[src/hw/rtl/tbpn_pkg.sv]
`timescale 1ns / 1ps

package tbpn_pkg;

    localparam int PAGE_W  = 4;
    localparam int CNT_W   = 4;
    localparam int TIME_W  = 32;
    localparam int HOLD_W  = 16;
    localparam int CFG_IDX_W  = 2;
    localparam int CFG_DATA_W = 16;

    localparam logic [PAGE_W-1:0] MIN_PAGE = PAGE_W'(1);

    localparam logic [CNT_W-1:0]  DEBOUNCE_RESET = CNT_W'(5);
    localparam logic [HOLD_W-1:0] EXIT_HOLD_RESET = HOLD_W'(2000);
    localparam logic [HOLD_W-1:0] ARM_HOLD_RESET  = HOLD_W'(3000);

    typedef enum logic [CFG_IDX_W-1:0] {
        CFG_DEBOUNCE_SCANS = 2'd0,
        CFG_EXIT_HOLD_MS   = 2'd1,
        CFG_ARM_HOLD_MS    = 2'd2
    } cfg_idx_t;

    typedef struct packed {
        logic [TIME_W-1:0] now_ms;
        logic              button_left;
        logic              button_right;
        logic              drive_lock;
    } scan_t;

    typedef struct packed {
        logic [CNT_W-1:0]  debounce_scans;
        logic [HOLD_W-1:0] exit_hold_ms;
        logic [HOLD_W-1:0] arm_hold_ms;
    } nav_cfg_t;

    typedef struct packed {
        logic [PAGE_W-1:0] page;
        logic [CNT_W-1:0]  cnt_left;
        logic [CNT_W-1:0]  cnt_right;
        logic              armed;
        logic              mask;
        logic [TIME_W-1:0] hold_start;
        logic              hold_valid;
        logic              hold_consumed;
    } nav_state_t;

    typedef struct packed {
        logic [PAGE_W-1:0] page;
        logic              page_load;
        logic              game_buttons_valid;
        logic              game_left;
        logic              game_right;
        logic              left_accepted;
        logic              right_accepted;
    } nav_result_t;

endpackage

[src/hw/rtl/tbpn_core.sv]
`timescale 1ns / 1ps

module tbpn_core #(
    parameter int PAGE_COUNT = 9
) (
    input  tbpn_pkg::scan_t      scan,
    input  tbpn_pkg::nav_cfg_t   cfg,
    input  tbpn_pkg::nav_state_t cur,
    output tbpn_pkg::nav_state_t nxt,
    output tbpn_pkg::nav_result_t res
);
    import tbpn_pkg::*;

    localparam logic [PAGE_W-1:0] MAX_PAGE    = PAGE_W'(PAGE_COUNT - 3);
    localparam logic [PAGE_W-1:0] GAME_A_PAGE = PAGE_W'(PAGE_COUNT - 2);
    localparam logic [PAGE_W-1:0] GAME_B_PAGE = PAGE_W'(PAGE_COUNT - 1);

    typedef struct packed {
        logic [CNT_W-1:0] cnt;
        logic             acc;
    } deb_t;

    // Count consecutive pressed scans; fire once when the count reaches the limit.
    function automatic deb_t debounce_step(input logic pressed,
                                           input logic [CNT_W-1:0] cnt,
                                           input logic [CNT_W-1:0] limit);
        deb_t r;
        r.cnt = cnt;
        r.acc = 1'b0;
        if (!pressed) begin
            r.cnt = '0;
        end else if (cnt < limit) begin
            r.cnt = cnt + CNT_W'(1);
            r.acc = (r.cnt >= limit);
        end
        return r;
    endfunction

    logic [TIME_W-1:0] start_eff;
    logic [TIME_W-1:0] held;
    logic              consumed_eff;
    logic              on_game;
    logic              left;
    logic              right;
    deb_t              deb_l;
    deb_t              deb_r;
    logic [PAGE_W-1:0] step_page;

    assign left         = scan.button_left;
    assign right        = scan.button_right;
    assign start_eff    = cur.hold_valid ? cur.hold_start : scan.now_ms;
    assign held         = scan.now_ms - start_eff;
    assign consumed_eff = cur.hold_valid & cur.hold_consumed;
    assign on_game      = (cur.page == GAME_A_PAGE) || (cur.page == GAME_B_PAGE);
    assign deb_l        = debounce_step(left, cur.cnt_left, cfg.debounce_scans);
    assign deb_r        = debounce_step(right, cur.cnt_right, cfg.debounce_scans);

    // Only one button can be down on the debounce path, so at most one step.
    always_comb begin
        step_page = cur.page;
        priority if (deb_l.acc) begin
            step_page = (cur.page <= MIN_PAGE) ? MAX_PAGE : cur.page - PAGE_W'(1);
        end else if (deb_r.acc) begin
            step_page = (cur.page >= MAX_PAGE) ? MIN_PAGE : cur.page + PAGE_W'(1);
        end else begin
            step_page = cur.page;
        end
    end

    always_comb begin
        nxt = cur;
        res = '0;
        if (scan.drive_lock) begin
            if (cur.page != MIN_PAGE) begin
                nxt.page      = MIN_PAGE;
                res.page_load = 1'b1;
            end
        end else begin
            if (!left && !right) begin
                nxt.mask = 1'b0;
            end
            if (left && right) begin
                nxt.hold_valid    = 1'b1;
                nxt.hold_start    = start_eff;
                nxt.hold_consumed = consumed_eff;
                if (!consumed_eff) begin
                    if (on_game) begin
                        if (held >= TIME_W'(cfg.exit_hold_ms)) begin
                            nxt.hold_consumed = 1'b1;
                            nxt.page          = MIN_PAGE;
                            res.page_load     = 1'b1;
                        end
                    end else if (held >= TIME_W'(cfg.arm_hold_ms)) begin
                        nxt.hold_consumed = 1'b1;
                        nxt.armed         = 1'b1;
                    end
                end
            end else begin
                nxt.armed         = 1'b0;
                nxt.hold_valid    = 1'b0;
                nxt.hold_start    = '0;
                nxt.hold_consumed = 1'b0;
                if (cur.armed && (left != right)) begin
                    // Button released first picks the game
                    nxt.mask      = 1'b1;
                    nxt.page      = left ? GAME_A_PAGE : GAME_B_PAGE;
                    res.page_load = 1'b1;
                end else if (on_game) begin
                    res.game_buttons_valid = 1'b1;
                    res.game_left          = left & ~nxt.mask;
                    res.game_right         = right & ~nxt.mask;
                end else begin
                    nxt.cnt_left       = deb_l.cnt;
                    nxt.cnt_right      = deb_r.cnt;
                    res.left_accepted  = deb_l.acc;
                    res.right_accepted = deb_r.acc;
                    if (deb_l.acc || deb_r.acc) begin
                        nxt.page      = step_page;
                        res.page_load = 1'b1;
                    end
                end
            end
        end
        res.page = nxt.page;
    end

endmodule

[src/hw/rtl/two_button_page_navigator.sv]
`timescale 1ns / 1ps

// Two-button page navigator. Each transfer on the s_ side is one button scan
// (timestamp, two button levels, drive-lock flag) and yields exactly one
// transfer on the m_ side with the page after the scan, a page-load flag,
// the buttons forwarded to a game page, and press-acceptance pulses. The
// block takes one scan per clock while m_ready keeps the output moving: a
// scan is captured in an input register, the navigation update runs
// combinationally against the page, debounce and hold state, and the result
// lands in an output register that drives m_valid. Configuration writes on
// cfg_wr_en take effect at once and are meant for when no scan is in flight.
module two_button_page_navigator #(
    parameter int PAGE_COUNT = 9
) (
    input  logic                                aclk,
    input  logic                                aresetn,

    input  logic                                s_valid,
    output logic                                s_ready,
    input  logic [tbpn_pkg::TIME_W-1:0]         s_now_ms,
    input  logic                                s_button_left,
    input  logic                                s_button_right,
    input  logic                                s_drive_lock,

    output logic                                m_valid,
    input  logic                                m_ready,
    output logic [tbpn_pkg::PAGE_W-1:0]         m_page,
    output logic                                m_page_load,
    output logic                                m_game_buttons_valid,
    output logic                                m_game_left,
    output logic                                m_game_right,
    output logic                                m_left_accepted,
    output logic                                m_right_accepted,

    input  logic                                cfg_wr_en,
    input  logic [tbpn_pkg::CFG_IDX_W-1:0]      cfg_addr,
    input  logic [tbpn_pkg::CFG_DATA_W-1:0]     cfg_wdata
);
    import tbpn_pkg::*;

    scan_t       scan_reg;
    logic        in_valid_reg;
    nav_state_t  state_reg;
    nav_state_t  state_next;
    nav_cfg_t    cfg_reg;
    nav_result_t out_reg;
    nav_result_t result_next;
    logic        out_valid_reg;
    logic        advance;

    assign advance = in_valid_reg && (!out_valid_reg || m_ready);
    assign s_ready = !in_valid_reg || advance;

    tbpn_core #(
        .PAGE_COUNT(PAGE_COUNT)
    ) u_core (
        .scan(scan_reg),
        .cfg (cfg_reg),
        .cur (state_reg),
        .nxt (state_next),
        .res (result_next)
    );

    always_ff @(posedge aclk) begin
        if (s_valid && s_ready) begin
            scan_reg.now_ms       <= s_now_ms;
            scan_reg.button_left  <= s_button_left;
            scan_reg.button_right <= s_button_right;
            scan_reg.drive_lock   <= s_drive_lock;
        end
        if (advance) begin
            out_reg <= result_next;
        end
    end

    always_ff @(posedge aclk) begin
        if (!aresetn) begin
            in_valid_reg  <= 1'b0;
            out_valid_reg <= 1'b0;
            state_reg     <= '0;
            cfg_reg.debounce_scans <= DEBOUNCE_RESET;
            cfg_reg.exit_hold_ms   <= EXIT_HOLD_RESET;
            cfg_reg.arm_hold_ms    <= ARM_HOLD_RESET;
        end else begin
            if (s_ready) begin
                in_valid_reg <= s_valid;
            end
            if (advance) begin
                out_valid_reg <= 1'b1;
                state_reg     <= state_next;
            end else if (m_ready) begin
                out_valid_reg <= 1'b0;
            end
            if (cfg_wr_en) begin
                unique case (cfg_addr)
                    CFG_DEBOUNCE_SCANS: cfg_reg.debounce_scans <= cfg_wdata[CNT_W-1:0];
                    CFG_EXIT_HOLD_MS:   cfg_reg.exit_hold_ms   <= cfg_wdata;
                    CFG_ARM_HOLD_MS:    cfg_reg.arm_hold_ms    <= cfg_wdata;
                    default: ;  // drop writes to unused indexes
                endcase
            end
        end
    end

    assign m_valid              = out_valid_reg;
    assign m_page               = out_reg.page;
    assign m_page_load          = out_reg.page_load;
    assign m_game_buttons_valid = out_reg.game_buttons_valid;
    assign m_game_left          = out_reg.game_left;
    assign m_game_right         = out_reg.game_right;
    assign m_left_accepted      = out_reg.left_accepted;
    assign m_right_accepted     = out_reg.right_accepted;

endmodule

[config.mk]
export PLATFORM = sky130hd
export DESIGN_NAME = two_button_page_navigator
export DESIGN_NICKNAME = d
export VERILOG_FILES = /design/src/hw/rtl/tbpn_pkg.sv /design/src/hw/rtl/tbpn_core.sv /design/src/hw/rtl/two_button_page_navigator.sv
export SDC_FILE = /design/constraint.sdc
export NUM_CORES = 1
export LEC_CHECK = 0
export BUFFER_PORTS_ARGS = -buffer_cell sky130_fd_sc_hd__buf_4
export CELL_PAD_IN_SITES_DETAIL_PLACEMENT = 0
export CELL_PAD_IN_SITES_GLOBAL_PLACEMENT = 1
export CORE_ASPECT_RATIO = 0.7
export CORE_UTILIZATION = 37
export DETAILED_ROUTE_END_ITERATION = 10
export PLACE_DENSITY_LB_ADDON = 0.2
export SYNTH_ARGS = -nofsm -noshare
export SYNTH_HDL_FRONTEND = slang
export SYNTH_HIERARCHICAL = 1
export SYNTH_SLANG_ARGS = --single-unit
[constraint.sdc]
create_clock -name aclk -period 10.8 [get_ports aclk]
set_clock_uncertainty 0.15 [all_clocks]
set_input_delay 0 -clock aclk [delete_from_list [all_inputs] [get_ports aclk]]
set_output_delay 0 -clock aclk [all_outputs]
set_load 0.05 [all_outputs]
After elaboration in Yosys (flattened, before gate mapping)
Cells that the tools add are included. W data, S select, Z words.

Memories: 0. Bits in latches: 0. Bits in writable memories: 0. Bits of input ports: 58. Bits in registers: 131. Bits in read-only memories: 0. Output and inout port bits: 12. Word-level logic and storage cells: 126.

Shift-type cells: 0. Multiplexer cells: 45. Magnitude comparators: 8. Bitwise logic cells: 8. Div/mod/pow operators: 0. Add/sub/neg operators: 5. Eq/ne operators: 11. Multiply operators: 0. Reduce and logical (&&, ||, !) cells: 25.

Operator list (number): $ge A32 B16 Y1 (2); $mux W4 (15); $mux W34 (1); $mux W32 (1); $sub A32 B32 Y32 (1); $mux W1 (24); $add A4 B1 Y4 const B (3); $mux W12 (1); $reduce_and A6 Y1 (2); $mux W5 (2); $ge A4 B4 Y1 (2); $lt A4 B4 Y1 (2); $reduce_and A2 Y1 (4); $reduce_or A4 Y1 (2); $ne A2 B2 Y1 const B (3); $logic_and A1 B1 Y1 (5); $not A1 Y1 (5); $reduce_and A5 Y1 (1); $eq A4 B3 Y1 const B (1); $eq A4 B4 Y1 const B (1); $ge A4 B3 Y1 const B (1); $le A4 B1 Y1 const B (1); $logic_not A1 Y1 (4); $logic_or A1 B1 Y1 (4); 11 further kinds (14).

Depth between registers and ports, before layout
Depth in word-level cells: 11. Mapped depth: 24.

Cells and area by module
The synthesis kept the hierarchy.

Modules (own cells, without submodules): tbpn_core (sequential area each 0.0 um2, cells each 693, area each 4714.5 um2, instances 1); two_button_page_navigator (sequential area each 3072.9 um2, cells each 406, area each 4605.7 um2, instances 1).

Least setup slack after synthesis
OpenSTA, ideal clock, no wires.

Path type: flip-flop to flip-flop. Start point: reg state_reg[1] (netlist name). End point: reg out_reg, in the netlist m_page[0], data pin. Stages on the path, launching flop included: 22. Arrival: 4.537 ns. Setup slack: 5.862 ns. Period minus slack after synthesis: 4.938 ns. Buffers on the path: 3. Cells stage by stage: dfxtp_1 -> buf_1 -> buf_1 -> mux2i_1 -> ha_1 -> a21o_1 -> a31oi_1 -> a21oi_1 -> o21ai_0 -> nand2b_1 -> a21oi_1 -> xnor2_1 -> ha_1 -> a21o_1 -> a21o_1 -> a21oi_1 -> o21ai_0 -> a21oi_1 -> nand4_1 -> o31ai_1 -> o211ai_1 -> buf_4.

RTL lines: start: declaration (RTL line two_button_page_navigator.sv:43) `nav_state_t state_reg;`; start signal: assignment (RTL line two_button_page_navigator.sv:90) `state_reg <= state_next;`; end signal: assignment (RTL line two_button_page_navigator.sv:72) `out_reg <= result_next;`; end: declaration (RTL line two_button_page_navigator.sv:46) `nav_result_t out_reg;`.

==> qor.csv <==
stage;metric;value;unit
detailed_routing;# DRC;0;
sta;fmax;0.188;GHz
final_layout;fin cells;1533;
setup_path;CP max stage delay;0.71;ns
clocking;clk slew on worst S/H paths;0.06;ns
power_and_ir_drop;power share of the combinational group;22.7;%
power_and_ir_drop;LEAKAGE;0.00458;uW
power_and_ir_drop;Pwr per Cell Area;135;nW/um^2
sta;Final min period;5.32;ns
power_and_ir_drop;sw frac;28.7;%
global_route;vias in the first global route;7327;
final_layout;Finished Core Util;45.5;%
final_layout;ANT cells;0;
job;maxcap violations;0;
power_and_ir_drop;Net Sw Power;437;uW
setup_path;Max FO, Critical Path;23;
die;Rows;48;
clocking;TritonCTS sink count;131;
final_layout;Largest register FFs;48;
placement;placed insts;1437;
placement;dpl hpwl;16.6;mm
global_route;initial antenna violation count;0;
power_and_ir_drop;worst ir drop on vdd;111;uV
setup_path;Crit path buffers/inverters;1;
setup_path;Worst path slowest cell;dfxtp_2;
die;I/O Pins;70;
die;chip width;192;um
logic_synthesis;sequential element share of the synthesized area;33.0;%
detailed_routing;1st-pass router iterations;5;
setup_path;Arr. time, crit path;5.53;ns
sta;fin crit share;49.3;%
detailed_routing;post-route ant nets;0;
detailed_routing;detailed-route wire length;23.7;mm
placement;input/output buffers;69;
setup_path;Cell Chain, Critical Path;buf_4 > mux2i_1 > ha_1 > and2_1 > o311ai_0 > o21ai_1 > nor2_1 > xnor2_1 > ha_1 > a21o_1 > a21o_1 > a21oi_1 > o21ai_0 > a21oi_1 > nand4_1 > o31ai_1 > a31o_2 > nand2_1 > mux2i_1;
worst_hold_path;HP Class;input port to flop;
logic_synthesis;#FFs+latches synth;131;
detailed_routing;drt wl/cell;15.5;um
placement;Placement Cell Area;9970;sq um
global_route;largest net degree at the start of global routing;101;
setup_path;Setup Crit Path Kind;flop to flop;
power_and_ir_drop;clock group share of total power;41.6;%
detailed_routing;via count;7897;
clocking;root buffer cell;clkbuf_16;
sta;RSZ-0062 raised after global routing;false;
setup_path;CP startpoint;state_reg[1]$_SDFFE_PN0P_;
run_status;status;completed;
detailed_routing;vias per cell;5.15;
die;CORE AREA;24700;sq um
setup_path;CP endpoint kind;flop;
setup_path;Crit path required time;11.00;ns
die;DIE AREA;25800;sq um
sta;Final Hold Viols;0;
clocking;CTS max path bufs;2;
sta;Fin Setup TNS;0;ns
sta;final hold slack;0.0310;ns
logic_synthesis;Post-Syn Nets;1247;
setup_path;crit-path leading delay family;compound AO/OA/AOI/OAI gates;
die;Initial Util;37.8;%
clocking;H-tree depth;4;
power_and_ir_drop;Flop pwr share;35.7;%
logic_synthesis;Syn Inst Count;1099;
logic_synthesis;post-synth cell types;85;
sta;Max Slew Vio Count;0;
sta;count of final setup violators;0;
final_layout;fin nets;1343;
placement;GP Congestion;0.864;
worst_hold_path;hold_sp;cfg_wr_en;
clocking;clk_lat worst skew;0.43;ns
setup_path;CP Launch Type;flop;
logic_synthesis;EDFF count, synth;45;
logic_synthesis;Synth Cell Area;9320;sq um
power_and_ir_drop;Pint;1080;uW
global_route;GR Util All Layers;19.1;%
clocking;CTS buffer count;17;
final_layout;final instance area;11200;sq um
setup_path;RR Startpoint;state_reg[1]$_SDFFE_PN0P_;
global_route;first-pass GRT wire length;38.9;mm
logic_synthesis;top_reg_cell synth;dfxtp_1;
final_layout;Layout area overhead;20.6;%
die;Die Height;135;um
final_layout;fraction of layout cells with a size suffix above 1;11.2;%
logic_synthesis;Post-synth ARST share;0;%
global_route;grt ovf;0;
sta;Slew @ Worst Pin;1.17;ns
clocking;CTS tree;yes;
logic_synthesis;syn avg cell area;8.48;sq um
detailed_routing;drt first-iter violations;507;
sta;headroom to the max-slew limit;21.6;%
final_layout;Fillers;2414;
logic_synthesis;Yosys Warn Count;6;
[layer usage]
layer	GRT usage, %	up-vias	wire length [um]
met1	29.4	3636	13100
met3	4.34	10	1070
met4	4.19	0	112
li1	-	4086	-
met2	26.5	165	9390
met5	0	-	0
[layout by cell type, fill, tap and decap left out, types with 9 or more instances in the layout]
cell / Yosys / final
nand2_1: 213 / 213
nor2_1: 46 / 46
nand3_1: 44 / 44
a21oi_1: 50 / 50
o21a_1: 15 / 15
o21ai_0: 91 / 91
inv_1: 56 / 56
ha_1: 89 / 89
dlygate4sd3_1: 0 / 64
mux2i_1: 89 / 89
dfxtp_1: 86 / 85
xnor2_1: 19 / 19
xor2_1: 9 / 9
edfxtp_1: 45 / 45
nand4_1: 14 / 14
a21o_1: 21 / 21
nor3_1: 11 / 11
nor2b_1: 11 / 10
clkbuf_16: 0 / 17
buf_4: 9 / 74
[worst paths after layout]
check | to | cells after the start | slack [ns]
setup reg to reg | state_reg[47]$_SDFFE_PN0P_ | 19 | 5.48
setup / recovery | state_reg[47]$_SDFFE_PN0P_ | 19 | 5.48
hold reg to reg | cfg_reg[6]$_SDFFE_PN0P_ | 2 | 0.31
hold / removal | cfg_reg[10]$_SDFFE_PN0P_ | 4 | 0.03
[metrics by stage]
stage                     setup slack (ns)  power [uW]
after floorplan                       5.86         789
after global placement                5.70         876
after CTS                             5.51        1530
after global routing                  5.01        1600
final                                 5.48        1520
after detailed placement              5.56         875
[layout make-up]
type	count	area [sq um]	area share, %
well taps	325	407	3.62
flip-flops and latches	131	3070	27.4
clock buffers	21	440	3.92
multi-input cells	851	5730	51.0
clock inverters	11	184	1.64
repair buffers	138	1200	10.6
inverters	56	210	1.87
[synthesized netlist by cell type, types with 4 or more instances]
library cell / count / area, sq um
ha_1: 89 / 1110
a211oi_1: 6 / 45.0
edfxtp_1: 45 / 1350
buf_2: 9 / 45.0
xor2_1: 9 / 78.8
nor3_1: 11 / 55.1
and3_1: 4 / 25.0
nor2b_1: 11 / 68.8
a22o_1: 6 / 52.6
a31oi_1: 4 / 25.0
dfxtp_1: 86 / 1720
nand3b_1: 4 / 30.0
nor2_1: 46 / 173
o21ai_1: 4 / 20.0
buf_4: 9 / 67.6
nand2_1: 213 / 800
a21oi_1: 50 / 250
or3_1: 4 / 25.0
nand4_1: 14 / 87.6
a21boi_0: 4 / 30.0
o31ai_1: 4 / 30.0
mux2i_1: 89 / 891
a21o_1: 21 / 158
nand2b_1: 8 / 50.1
clkbuf_1: 30 / 113
o21a_1: 15 / 113
buf_1: 7 / 26.3
inv_1: 56 / 210
nand3_1: 44 / 220
or2_2: 5 / 31.3
xnor2_1: 19 / 166
and2_1: 7 / 43.8
o21ai_0: 91 / 455
[cells by family after synthesis]
group / Yosys count / share of synthesized area, %
compound gates: 247 / 17.1
simple gates: 393 / 19.4
flops: 131 / 33.0
buf+inv: 117 / 5.69
xor+xnor: 28 / 2.63
mux: 93 / 10.1
fa+ha+maj: 90 / 12.2
[worst reg2reg max path, cell delays in order (launching register included)]
cell and delay, ns:
dfxtp_2 0.71, buf_4 0.46, mux2i_1 0.16, ha_1 0.42
and2_1 0.23, o311ai_0 0.19, o21ai_1 0.22, nor2_1 0.08
xnor2_1 0.27, ha_1 0.31, a21o_1 0.18, a21o_1 0.17
a21oi_1 0.16, o21ai_0 0.10, a21oi_1 0.48, nand4_1 0.15
o31ai_1 0.41, a31o_2 0.23, nand2_1 0.05, mux2i_1 0.13
[power by group through the flow]
stage / registers, uW / clock network, uW / logic [uW]
CTS: 543 / 648 / 343
global route: 544 / 672 / 384
detailed placement: 553 / 0 / 323
finish: 542 / 632 / 344
floorplan: 554 / 0 / 235
global placement: 553 / 0 / 323
[what timing repair did]
item	in CTS	in global routing
gates resized for setup	0	0
hold endpoints to repair	94	0
hold buffers	64	0
setup buffers	0	0
(Power assumes the default switching activity.)
